[src/design/installer_container_walker_core_assert.svh]
// Assertion macros used by the walker core RTL.
`ifndef INSTALLER_CONTAINER_WALKER_CORE_ASSERT_SVH
`define INSTALLER_CONTAINER_WALKER_CORE_ASSERT_SVH

// Same-cycle implication, sampled on clk and idle during reset.
`define ICW_ASSERT_IMPL(label, ante, cons) \
    label: assert property (@(posedge clk) disable iff (!rst_n) (ante) |-> (cons)) \
        else $error("walker assertion failed");

// Next-cycle implication.
`define ICW_ASSERT_NEXT(label, ante, cons) \
    label: assert property (@(posedge clk) disable iff (!rst_n) (ante) |=> (cons)) \
        else $error("walker assertion failed");

`endif

[src/design/icw_pkg.sv]
package icw_pkg;

    localparam int MAX_MEMBERS_DEF = 1024;
    localparam int QUEUE_DEPTH     = 4;

    localparam logic [15:0] STAMP = 16'h1a07;

    localparam logic [3:0] EV_MEMBER    = 4'd0;
    localparam logic [3:0] EV_VALID     = 4'd1;
    localparam logic [3:0] EV_BAD_SIG   = 4'd2;
    localparam logic [3:0] EV_BAD_END   = 4'd3;
    localparam logic [3:0] EV_RESERVED  = 4'd4;
    localparam logic [3:0] EV_METHOD    = 4'd5;
    localparam logic [3:0] EV_NEG_SIZE  = 4'd6;
    localparam logic [3:0] EV_OVERRUN   = 4'd7;
    localparam logic [3:0] EV_SIZE_DIFF = 4'd8;
    localparam logic [3:0] EV_NO_NAME   = 4'd9;
    localparam logic [3:0] EV_TOO_MANY  = 4'd10;
    localparam logic [3:0] EV_TRUNC     = 4'd11;

    typedef struct packed {
        logic [32:0] offset;
        logic [63:0] name_low;
        logic [31:0] name_high;
        logic [3:0]  name_length;
        logic [1:0]  method;
        logic [31:0] crc_value;
        logic [31:0] dos_timestamp;
        logic [15:0] attribute_word;
        logic [30:0] expanded_size;
        logic [30:0] stored_size;
    } member_t;

    typedef struct packed {
        logic        has_member;
        logic        has_verdict;
        logic [3:0]  verdict_code;
        logic [32:0] verdict_offset;
        member_t     member;
    } q_entry_t;

    typedef struct packed {
        logic [3:0] event_res;
        logic       last_of_run;
        member_t    member;
    } out_beat_t;

    function automatic logic [7:0] sig_byte(input logic [2:0] idx);
        logic [7:0] r;
        begin
            case (idx)
                3'd0:    r = 8'h53;
                3'd1:    r = 8'h4d;
                3'd2:    r = 8'h53;
                3'd3:    r = 8'h49;
                3'd4:    r = 8'h50;
                3'd5:    r = 8'h41;
                3'd6:    r = 8'h4b;
                default: r = 8'h20;
            endcase
            return r;
        end
    endfunction

    // Control characters and characters that are illegal in file names map to '_'.
    function automatic logic [7:0] clean_char(input logic [7:0] c);
        logic [7:0] r;
        begin
            r = c;
            if (c < 8'h20 || c == 8'h2f || c == 8'h5c || c == 8'h22 || c == 8'h2a ||
                c == 8'h3a || c == 8'h3c || c == 8'h3e || c == 8'h3f || c == 8'h7c)
            begin
                r = 8'h5f;
            end
            return r;
        end
    endfunction

endpackage

[src/design/icw_back.sv]
module icw_back (
    input  logic               clk,
    input  logic               rst_n,
    input  icw_pkg::q_entry_t  head,
    input  logic               empty,
    input  logic               out_stall,
    output logic               pop,
    output logic               out_valid,
    output icw_pkg::out_beat_t beat
);

    logic               valid_reg, valid_next;
    logic               half_reg, half_next;
    icw_pkg::out_beat_t beat_reg, beat_next;

    assign out_valid = valid_reg;
    assign beat      = beat_reg;

    // A queue entry with a member and a verdict goes out as two beats.
    always_comb
    begin
        valid_next = valid_reg;
        half_next  = half_reg;
        beat_next  = beat_reg;
        pop        = 1'b0;
        if (!valid_reg || !out_stall)
        begin
            if (!empty)
            begin
                valid_next = 1'b1;
                if (head.has_member && !half_reg)
                begin
                    beat_next.event_res   = icw_pkg::EV_MEMBER;
                    beat_next.last_of_run = !head.has_verdict;
                    beat_next.member      = head.member;
                    if (head.has_verdict)
                    begin
                        half_next = 1'b1;
                    end
                    else
                    begin
                        pop = 1'b1;
                    end
                end
                else
                begin
                    beat_next.event_res     = head.verdict_code;
                    beat_next.last_of_run   = 1'b1;
                    beat_next.member        = '0;
                    beat_next.member.offset = head.verdict_offset;
                    pop       = 1'b1;
                    half_next = 1'b0;
                end
            end
            else
            begin
                valid_next = 1'b0;
            end
        end
    end

    always_ff @(posedge clk or negedge rst_n)
    begin
        if (!rst_n)
        begin
            valid_reg <= 1'b0;
            half_reg  <= 1'b0;
            beat_reg  <= '0;
        end
        else
        begin
            valid_reg <= valid_next;
            half_reg  <= half_next;
            beat_reg  <= beat_next;
        end
    end

endmodule

[config.mk]
export PLATFORM = sky130hd
export DESIGN_NAME = icw_back
export DESIGN_NICKNAME = d
export VERILOG_FILES = /design/src/design/installer_container_walker_core_assert.svh /design/src/design/icw_pkg.sv /design/src/design/icw_back.sv
export SDC_FILE = /design/constraint.sdc
export NUM_CORES = 1
export LEC_CHECK = 0
export BUFFER_PORTS_ARGS = -buffer_cell sky130_fd_sc_hd__buf_4
export CORE_AREA = 4 4 230 232
export DETAILED_ROUTE_END_ITERATION = 8
export DIE_AREA = 0 0 234 236
export PLACE_DENSITY_LB_ADDON = 0.3
export SLEW_MARGIN = 20
export SYNTH_ARGS = -nofsm -noshare
export SYNTH_HDL_FRONTEND = slang
export SYNTH_SLANG_ARGS = --single-unit
export TNS_END_PERCENT = 1
[constraint.sdc]
create_clock -name clk -period 1.3 [get_ports clk]
set_clock_uncertainty 0.05 [all_clocks]
set_input_delay 0.065 -clock clk [delete_from_list [all_inputs] [get_ports clk]]
set_output_delay 0.065 -clock clk [all_outputs]
set_load 0.02 [all_outputs]
==> impl_metrics.csv, run 1 <==
group,metric,value,unit
placed_design,dpl_cell_area,17400,um^2
cts,h-tree-depth,2,
global_route,grt_usage,16.5,%
synthesis,netlist_instances,1269,
floorplanning,io_pins,604,
floorplanning,dieHeight,236,um
synthesis,synth_compound_area_share,2.05,%
cells_and_area,final_cell_mix,"buf_4, nand2_1, dlygate4sd3_1",
critical_path,r2r-start,"out_valid",
synthesis,synthSimpleGateAreaFrac,30.6,%
synthesis,avgSynthCellArea,9.03,um^2
critical_path,startpoint_type,"flip-flop",
timing,timing.slew.headroom,62.3,%
floorplanning,dieWidth,234,um
timing,grt_setup_unrepaired,"yes",
critical_path,cp_data_required_time,1190,ps
timing,fmax,613,MHz
critical_path,cp.buffers_inverters,2,
drt,vias,12698,
cells_and_area,nFillCells,4747,
power,leakage,11.7,nW
timing,min_period_over_period,125,%
cts,ctsRootBufferMaster,"clkbuf_16",
drt,wire_per_inst,16.3,um
drt,ant_nets,0,
timing,hold_violations,0,
hold_path,hold_path_class,"primary input to async pin",
synthesis,post_synth_xor_area_fraction,0,%
global_route,grt_overflow,0,
cts,clock_latency,520,ps
timing,worst_pin_slew,566,ps
outcome,violations,"negative setup slack",
timing,layout_setup_ws,-331,ps
synthesis,ys_types,14,
floorplanning,rows,83,
critical_path,cp.arrival,1520,ps
synthesis,syn_nets,1589,
synthesis,ys_seq_area_share,62.0,%
cts,clockBufferDepth,3,
timing,tns,-59580,ps
critical_path,cp_cell_sequence,"a21o_4, buf_12, a21oi_4, buf_6",
synthesis,synth_top_family_by_area,"simple AND/OR/NAND/NOR gates",
drt,drt_pre_antenna_iters,8,
synthesis,ys_ff_latch,284,
floorplanning,core_area,51000,um^2
critical_path,crit_slowest_cell,"dfrtp_2",
synthesis,synth_mux_area_share,0,%
placed_design,port_buffers,603,
cts,clk_pin_slew,60,ps
cells_and_area,nets,2571,
timing,maxSlewViolCount,0,
timing,fin_crit,1630,ps
timing,finalSetupViolCount,285,
cells_and_area,diodes,0,
placed_design,dp_hpwl,33100,um
critical_path,critPathKind,"flip-flop to output port",
floorplanning,start_util,22.5,%
cts,cts_tree,"built",
cells_and_area,largest_reg_flops,282,
drt,drt-initial-drc-count,542,
synthesis,yosysWarnings,0,
global_route,antenna_found_initial,0,
power,power_density,1260,nW/um^2
job,max-cap-violations,0,
cells_and_area,finalNonFillerCells,2957,
cells_and_area,final_common_cell,"buf_4",
drt,totalWireLength,48100,um
cts,clock_sinks,284,
synthesis,synthAdderAreaFrac,0,%
drt,vias_per_cell,4.29,
critical_path,critPathMaxFanout,2,
synthesis,netlist_area,11500,um^2
cells_and_area,synthToLayoutAreaGrowth,92.8,%
critical_path,crit_family,"flip-flops",
global_route,grt_max_degree,45,
cts,cts_made_buffers,35,
critical_path,cpPeakStageDelay,410,ps
floorplanning,dieArea,55200,um^2
drt,drc,0,
cells_and_area,postLayoutCoreUtil,43.3,%
critical_path,crit_start,"out_valid",
cells_and_area,layout-drive-gt1-share,34.7,%
placed_design,gp_congestion,0.828,
cells_and_area,final_cell_area,22100,um^2
critical_path,reg2reg_depth,7,
outcome,status,"finished with violations",
global_route,grt_pass1_wl,72600,um
power,peakVddDrop,0.000670,V
critical_path,r2r_slack,-300,ps
critical_path,r2r_end,"beat[199]",
placed_design,dp_cells,2559,
critical_path,end_kind,"output port",
global_route,grt_pass1_vias,13243,
power breakdown:
group | internal (mW) | leakage, nW | switching (mW)
Combinational | 3.62 | 7.47 | 3.89
Sequential | 9.90 | 3.67 | 0.663
Clock | 5.89 | 0.563 | 3.79
Total | 19.4 | 11.7 | 8.34
kinds of logic (layout without fill, tap and decap cells):
group | Yosys count | count (layout)
and+or+nand+nor | 850 | 850
DFF | 284 | 284
buffers and inverters | 98 | 1106
AOI/OAI and AO/OA | 37 | 37
cells in the mapped netlist, drive strengths merged:
| cell type | instances | area share, % |
|---|---|---|
| dfrtp | 284 | 62 |
| nor2 | 33 | 1.1 |
| a21oi | 2 | 0.12 |
| buf | 95 | 5.3 |
| a21o | 1 | 0.066 |
| nor2b | 1 | 0.055 |
| nand3 | 249 | 11 |
| clkbuf | 3 | 0.098 |
| a31oi | 33 | 1.8 |
| o21a | 1 | 0.066 |
| nand2b | 1 | 0.055 |
| nand2 | 566 | 19 |
timing repair:
item,CTS,global route
endpoints found under the setup margin,275,294
endpoints found under the hold margin,568,1
gates resized for setup,24,18
setup buffers,5,7
hold buffers,319,1
pin swaps,6,15
gates cloned,1,2
worst register-to-register path: cells and delay by family (launching register included):
family	cells	cell delay, ps
DFF	1	410
and+or+nand+nor	2	180
buffers and inverters	4	720
AOI/OAI and AO/OA	1	180
how the worst max path moves through the flow:
stage	endpoint	cells after the start
3_3_place_gp	beat[248]	5
2_1_floorplan	beat[140]	6
6_report	pop	4
4_1_cts	pop	4
3_5_place_dp	beat[248]	5
5_1_grt	pop	4
per-layer routing:
metal | vias to the layer above | track usage, % | routed length (um)
met5 | - | 0 | 0
met4 | 0 | 8.26 | 2450
met3 | 131 | 4.02 | 3420
met2 | 506 | 28.9 | 24000
met1 | 6001 | 18.4 | 18200
li1 | 6060 | - | -
through the flow:
| stage | hold slack [ps] | setup WS, ps | total power [mW] |
|---|---|---|---|
| after detailed placement | -30.7 | -111 | 17.2 |
| after global routing | 12.6 | -400 | 29.1 |
| final | 9.66 | -331 | 27.7 |
| after global placement | -37.6 | -73.2 | 17.1 |
| after floorplan | -281 | -18.7 | 13.5 |
| after CTS | -296 | -399 | 28.0 |
layout make-up:
type	instances	area [um^2]	share of cell area, %
Timing Repair Buffer	1043	9180	41.5
Clock inverter	3	17.5	0.0793
Tap cell	680	851	3.85
Clock buffer	60	1130	5.12
Multi-Input combinational cell	887	3810	17.2
Sequential cell	284	7110	32.2
No activity file was read; power rests on OpenSTA's default activity.
==> inputs of run 2 (changes only) <==
--- a/config.mk
+++ b/config.mk
@@ -6,9 +6,11 @@
 export NUM_CORES = 1
 export LEC_CHECK = 0
 export BUFFER_PORTS_ARGS = -buffer_cell sky130_fd_sc_hd__buf_4
-export CORE_AREA = 4 4 230 232
+export CELL_PAD_IN_SITES_DETAIL_PLACEMENT = 1
+export CELL_PAD_IN_SITES_GLOBAL_PLACEMENT = 1
+export CORE_AREA = 4 4 236 238
 export DETAILED_ROUTE_END_ITERATION = 8
-export DIE_AREA = 0 0 234 236
+export DIE_AREA = 0 0 240 242
 export PLACE_DENSITY_LB_ADDON = 0.3
 export SLEW_MARGIN = 20
 export SYNTH_ARGS = -nofsm -noshare
==> run 2 against run 1 <==
The run still ends with negative setup slack left; combinational power grew 1%; total power is 1.3% higher; critical path depth is the same; critical endpoint unchanged; core utilization down 2.4 points; highest routed layer is now met5; global-route usage grew 1.8 points; worst hold slack better by 32 ps.
==> impl_metrics.csv, run 2 (synthesis gave the netlist of run 1 again) <==
group,metric,value,unit
drt,totalWireLength,55000,um
global_route,grt_pass1_wl,84300,um
cts,cts_tree,"built",
cts,clock_latency,530,ps
placed_design,dp_hpwl,36500,um
critical_path,startpoint_type,"flip-flop",
cells_and_area,layout-drive-gt1-share,34.0,%
global_route,grt_max_degree,51,
hold_path,hold_start,"head[315]",
drt,wire_per_inst,18.7,um
cts,h-tree-depth,2,
timing,worst_pin_slew,928,ps
floorplanning,core_area,53600,um^2
timing,finalSetupViolCount,301,
cells_and_area,largest_reg_flops,282,
cells_and_area,nFillCells,6091,
cts,clockBufferDepth,3,
drt,drc,0,
critical_path,crit_start,"out_valid",
outcome,violations,"negative setup slack",
power,power_density,1280,nW/um^2
cells_and_area,regArea,7110,um^2
critical_path,end_kind,"output port",
floorplanning,dieHeight,242,um
drt,vias,12764,
power,power.total,28.1,mW
floorplanning,io_pins,604,
cts,ctsRootBufferMaster,"clkbuf_16",
global_route,grt_pass1_vias,14406,
floorplanning,start_util,21.4,%
cts,clk_pin_slew,60,ps
global_route,grt_overflow,0,
drt,drt-initial-drc-count,498,
placed_design,pre_cts_ws,-142,ps
critical_path,critPathMaxFanout,2,
cts,clock_sinks,284,
drt,ant_nets,0,
drt,drt_pre_antenna_iters,4,
placed_design,gp_congestion,0.797,
floorplanning,dieWidth,240,um
critical_path,r2r-start,"out_valid",
drt,vias_per_cell,4.34,
critical_path,cp.arrival,1590,ps
cells_and_area,multi_input_area,3820,um^2
cells_and_area,final_cell_mix,"buf_4, nand2_1, dlygate4sd3_1",
timing,fin_crit,1700,ps
outcome,status,"finished with violations",
global_route,antenna_found_initial,4,
hold_path,hold_path_class,"primary input to flip-flop",
cts,cts_made_buffers,36,
critical_path,crit_slowest_cell,"dfrtp_2",
critical_path,cpPeakStageDelay,400,ps
cells_and_area,nets,2543,
critical_path,critPathKind,"flip-flop to output port",
timing,layout_setup_ws,-401,ps
critical_path,crit_family,"flip-flops",
timing,min_period_over_period,131,%
timing,grt_setup_unrepaired,"yes",
floorplanning,rows,85,
timing,timing.slew.headroom,37.9,%
cells_and_area,synthToLayoutAreaGrowth,91.4,%
timing,fmax,588,MHz
global_route,grt_usage,18.3,%
floorplanning,dieArea,58100,um^2
timing,hold_violations,0,
placed_design,port_buffers,603,
critical_path,cp_data_required_time,1190,ps
critical_path,cp.buffers_inverters,2,
timing,maxSlewViolCount,0,
job,max-cap-violations,0,
critical_path,cp_cell_sequence,"a21o_4, buf_12, a21oi_4, buf_6",
cells_and_area,final_common_cell,"buf_4",
power,leakage,11.6,nW
timing,hold_ws,41.8,ps
power,peakVddDrop,0.000643,V
==> run 2: cell types whose count changed in the layout (fill, tap and decap cells not counted), moves of 4 or more <==
cell / previous run / this run
buf_12: 25 / 38
clkbuf_1: 11 / 7
buf_4: 665 / 644
buf_6: 23 / 10
==> run 2: final timing paths <==
| path | slack [ps] | to | cells past startpoint |
|---|---|---|---|
| hold / removal | 40 | beat[278] | 5 |
| min in group asynchronous | 80 | beat[56] | 3 |
| hold reg to reg | 410 | beat[199] | 2 |
| max in group asynchronous | -200 | beat[245] | 3 |
| setup / recovery | -400 | pop | 4 |
| setup reg to reg | -290 | beat[255] | 6 |
==> run 2: metrics by stage <==
step / instances / TNS (ps) / utilization, % / instance area [um^2]
floorplan: 1269 / -3300 / - / 11500
global placement: 2555 / -8160 / 32.5 / 17400
detailed placement: 2555 / -16790 / 32.5 / 17400
CTS: 2937 / -59470 / 40.8 / 21900
global route: 2943 / -72090 / 40.9 / 21900
finish: 2943 / -51990 / 40.9 / 21900
==> run 2: layout make-up <==
type                       instances  area share [%]
sequential                       284            32.4
clock buffer                      54            4.97
multi-input combinational        887            17.4
antenna                            3          0.0342
clock inverter                     5           0.285
timing repair buffer            1014            40.9
tap                              696            3.97
==> run 2: repair_timing <==
item | 4_1_cts | 5_1_grt
hold buffers | 318 | 2
gates resized for setup | 17 | 8
hold endpoints to repair | 568 | 19
gates cloned | 1 | 0
endpoints found under the setup margin | 277 | 303
buffers inserted | 4 | 2
pin swaps | 6 | 9
==> run 2: routing by layer <==
layer | GRT usage, % | part of all wire [%]
met1 | 19.9 | 37
met2 | 33.9 | 53
met3 | 5.08 | 6.6
met4 | 6.03 | 3.6
met5 | 0 | 0.013
==> run 2: power by group <==
| part | internal, mW | switching, mW |
|---|---|---|
| registers | 9.89 | 0.655 |
| logic | 3.54 | 4.08 |
| clock network | 5.96 | 3.98 |
==> run 2: worst register-to-register path, delay by kind of cell, from the launching register on <==
family / cells / cell delay, ps
DFF: 1 / 400
buffers and inverters: 3 / 630
AOI/OAI and AO/OA: 2 / 360
and+or+nand+nor: 1 / 60
==> inputs of run 3 (changes only) <==
--- a/config.mk
+++ b/config.mk
@@ -12,6 +12,7 @@
 export DETAILED_ROUTE_END_ITERATION = 8
 export DIE_AREA = 0 0 240 242
 export PLACE_DENSITY_LB_ADDON = 0.3
+export REMOVE_ABC_BUFFERS = 1
 export SLEW_MARGIN = 20
 export SYNTH_ARGS = -nofsm -noshare
 export SYNTH_HDL_FRONTEND = slang
==> run 3 against run 2 <==
The flow still finishes with violations (negative setup slack); combinational power increased by 5.7%; global-route usage is 0.22 points higher; routed wire length up 6.4%; via count grew 2.8%; sequential power about the same; non-clock buffer count increased by 34; final cell count rose by 1.3%; die area stayed put.
==> impl_metrics.csv, run 3 (synthesis gave the netlist of run 1 again) <==
group,metric,value,unit
outcome,status,"finished with violations",
outcome,violations,"negative setup slack",
cts,ctsRootBufferMaster,"clkbuf_16",
drt,vias_per_cell,4.40,
power,peakVddDrop,0.000665,V
cts,h-tree-depth,2,
drt,drt-initial-drc-count,546,
cells_and_area,nets,2577,
cts,clockBufferDepth,3,
floorplanning,dieHeight,242,um
cts,cts_made_buffers,36,
hold_path,holdPathEnd,"beat[268]",
cells_and_area,final_cell_mix,"buf_4, nand2_1, dlygate4sd3_1",
critical_path,r2r-start,"out_valid",
drt,vias,13126,
global_route,grt_max_degree,44,
power,power_density,1270,nW/um^2
critical_path,reg2reg_depth,7,
drt,ant_nets,0,
drt,drc,0,
cts,clock_latency,520,ps
timing,hold_ws,55.8,ps
critical_path,startpoint_type,"flip-flop",
cells_and_area,layout-drive-gt1-share,36.0,%
drt,wire_per_inst,19.6,um
timing,fin_crit,1650,ps
placed_design,dp_hpwl,38400,um
floorplanning,io_pins,604,
hold_path,hold_start,"head[315]",
cells_and_area,largest_reg_flops,282,
floorplanning,dieWidth,240,um
floorplanning,core_area,53600,um^2
timing,grt_setup_unrepaired,"yes",
critical_path,r2r_end,"beat[277]",
timing,maxSlewViolCount,0,
cells_and_area,synthToLayoutAreaGrowth,97.7,%
floorplanning,start_util,21.4,%
drt,drt_pre_antenna_iters,5,
critical_path,cp.arrival,1530,ps
critical_path,cp_data_required_time,1190,ps
timing,worst_pin_slew,310,ps
placed_design,gp_congestion,0.784,
cts,cts_tree,"built",
cts,clock_sinks,284,
timing,timing.slew.headroom,79.3,%
timing,hold_violations,0,
critical_path,r2r_slack,-320,ps
floorplanning,dieArea,58100,um^2
cells_and_area,final_common_cell,"buf_4",
global_route,grt_pass1_vias,14369,
critical_path,end_kind,"output port",
timing,fmax,607,MHz
hold_path,worstHoldPathCells,5,
critical_path,critPathKind,"flip-flop to output port",
global_route,grt_usage,18.5,%
placed_design,port_buffers,603,
job,max-cap-violations,0,
global_route,antenna_found_initial,3,
floorplanning,rows,85,
hold_path,hold_path_class,"primary input to flip-flop",
cts,clk_pin_slew,60,ps
timing,min_period_over_period,127,%
drt,totalWireLength,58500,um
cells_and_area,nFillCells,6057,
timing,finalSetupViolCount,285,
critical_path,critPathMaxFanout,2,
power,leakage,11.9,nW
timing,layout_setup_ws,-348,ps
global_route,grt_pass1_wl,84900,um
timing,tns,-53160,ps
global_route,grt_overflow,0,
power,power.total,28.9,mW
## run 3: layout make-up
class | count | area [um^2] | share of cell area, %
antenna | 3 | 7.51 | 0.0331
clock buffer | 52 | 1060 | 4.69
clock inverter | 11 | 143 | 0.629
multi-input combinational | 887 | 3910 | 17.3
sequential | 284 | 7110 | 31.4
tap | 696 | 871 | 3.84
timing repair buffer | 1048 | 9560 | 42.2
## run 3: per-stage QoR
| step | setup slack (ps) | instance area [um^2] | cells | utilization, % |
|---|---|---|---|---|
| after global routing | -413 | 22700 | 2981 | 42.3 |
| after CTS | -411 | 22000 | 2950 | 41.0 |
| final | -348 | 22700 | 2981 | 42.3 |
| after detailed placement | -155 | 17300 | 2560 | 32.4 |
| after floorplan | -11290 | 10800 | 1171 | - |
| after global placement | -103 | 17300 | 2560 | 32.4 |
## run 3: where the power goes
| group | internal [mW] | total [mW] | switching, mW | leakage [nW] |
|---|---|---|---|---|
| Sequential | 9.89 | 10.6 | 0.687 | 3.68 |
| Combinational | 3.81 | 8.04 | 4.23 | 7.64 |
| Clock | 6.28 | 10.2 | 3.97 | 0.594 |
## run 3: worst max-delay path, stage by stage, from the launching register on
cell	delay [ps]
dfrtp_1	380
a21o_4	220
buf_12	140
a21oi_4	120
buf_6	140
## run 3: worst max-delay path by stage
| stage | from | endpoint | slack, ps | cells after the start |
|---|---|---|---|---|
| CTS | out_valid | pop | -410 | 4 |
| floorplan | out_valid | beat[277] | -11290 | 3 |
| global route | half_reg | pop | -410 | 5 |
| global placement | out_valid | beat[147] | -100 | 5 |
| finish | out_valid | pop | -350 | 4 |
| detailed placement | out_valid | beat[271] | -160 | 5 |
## run 3: timing repair
action | CTS | global route
cloned | 2 | 11
setup endpoints to repair | 287 | 491
hold buffers | 318 | 1
endpoints found under the hold margin | 568 | 1
pin swaps | 20 | 41
setup buffers | 7 | 16
resized for setup | 28 | 57
## run 3: layer usage
| layer | up-vias | wire length [um] | global-route usage (%) |
|---|---|---|---|
| met5 | - | 0 | 0 |
| met4 | 0 | 2250 | 7.11 |
| met2 | 487 | 29800 | 32.7 |
| met3 | 116 | 4020 | 5.44 |
| li1 | 6079 | - | - |
| met1 | 6444 | 22500 | 21.0 |
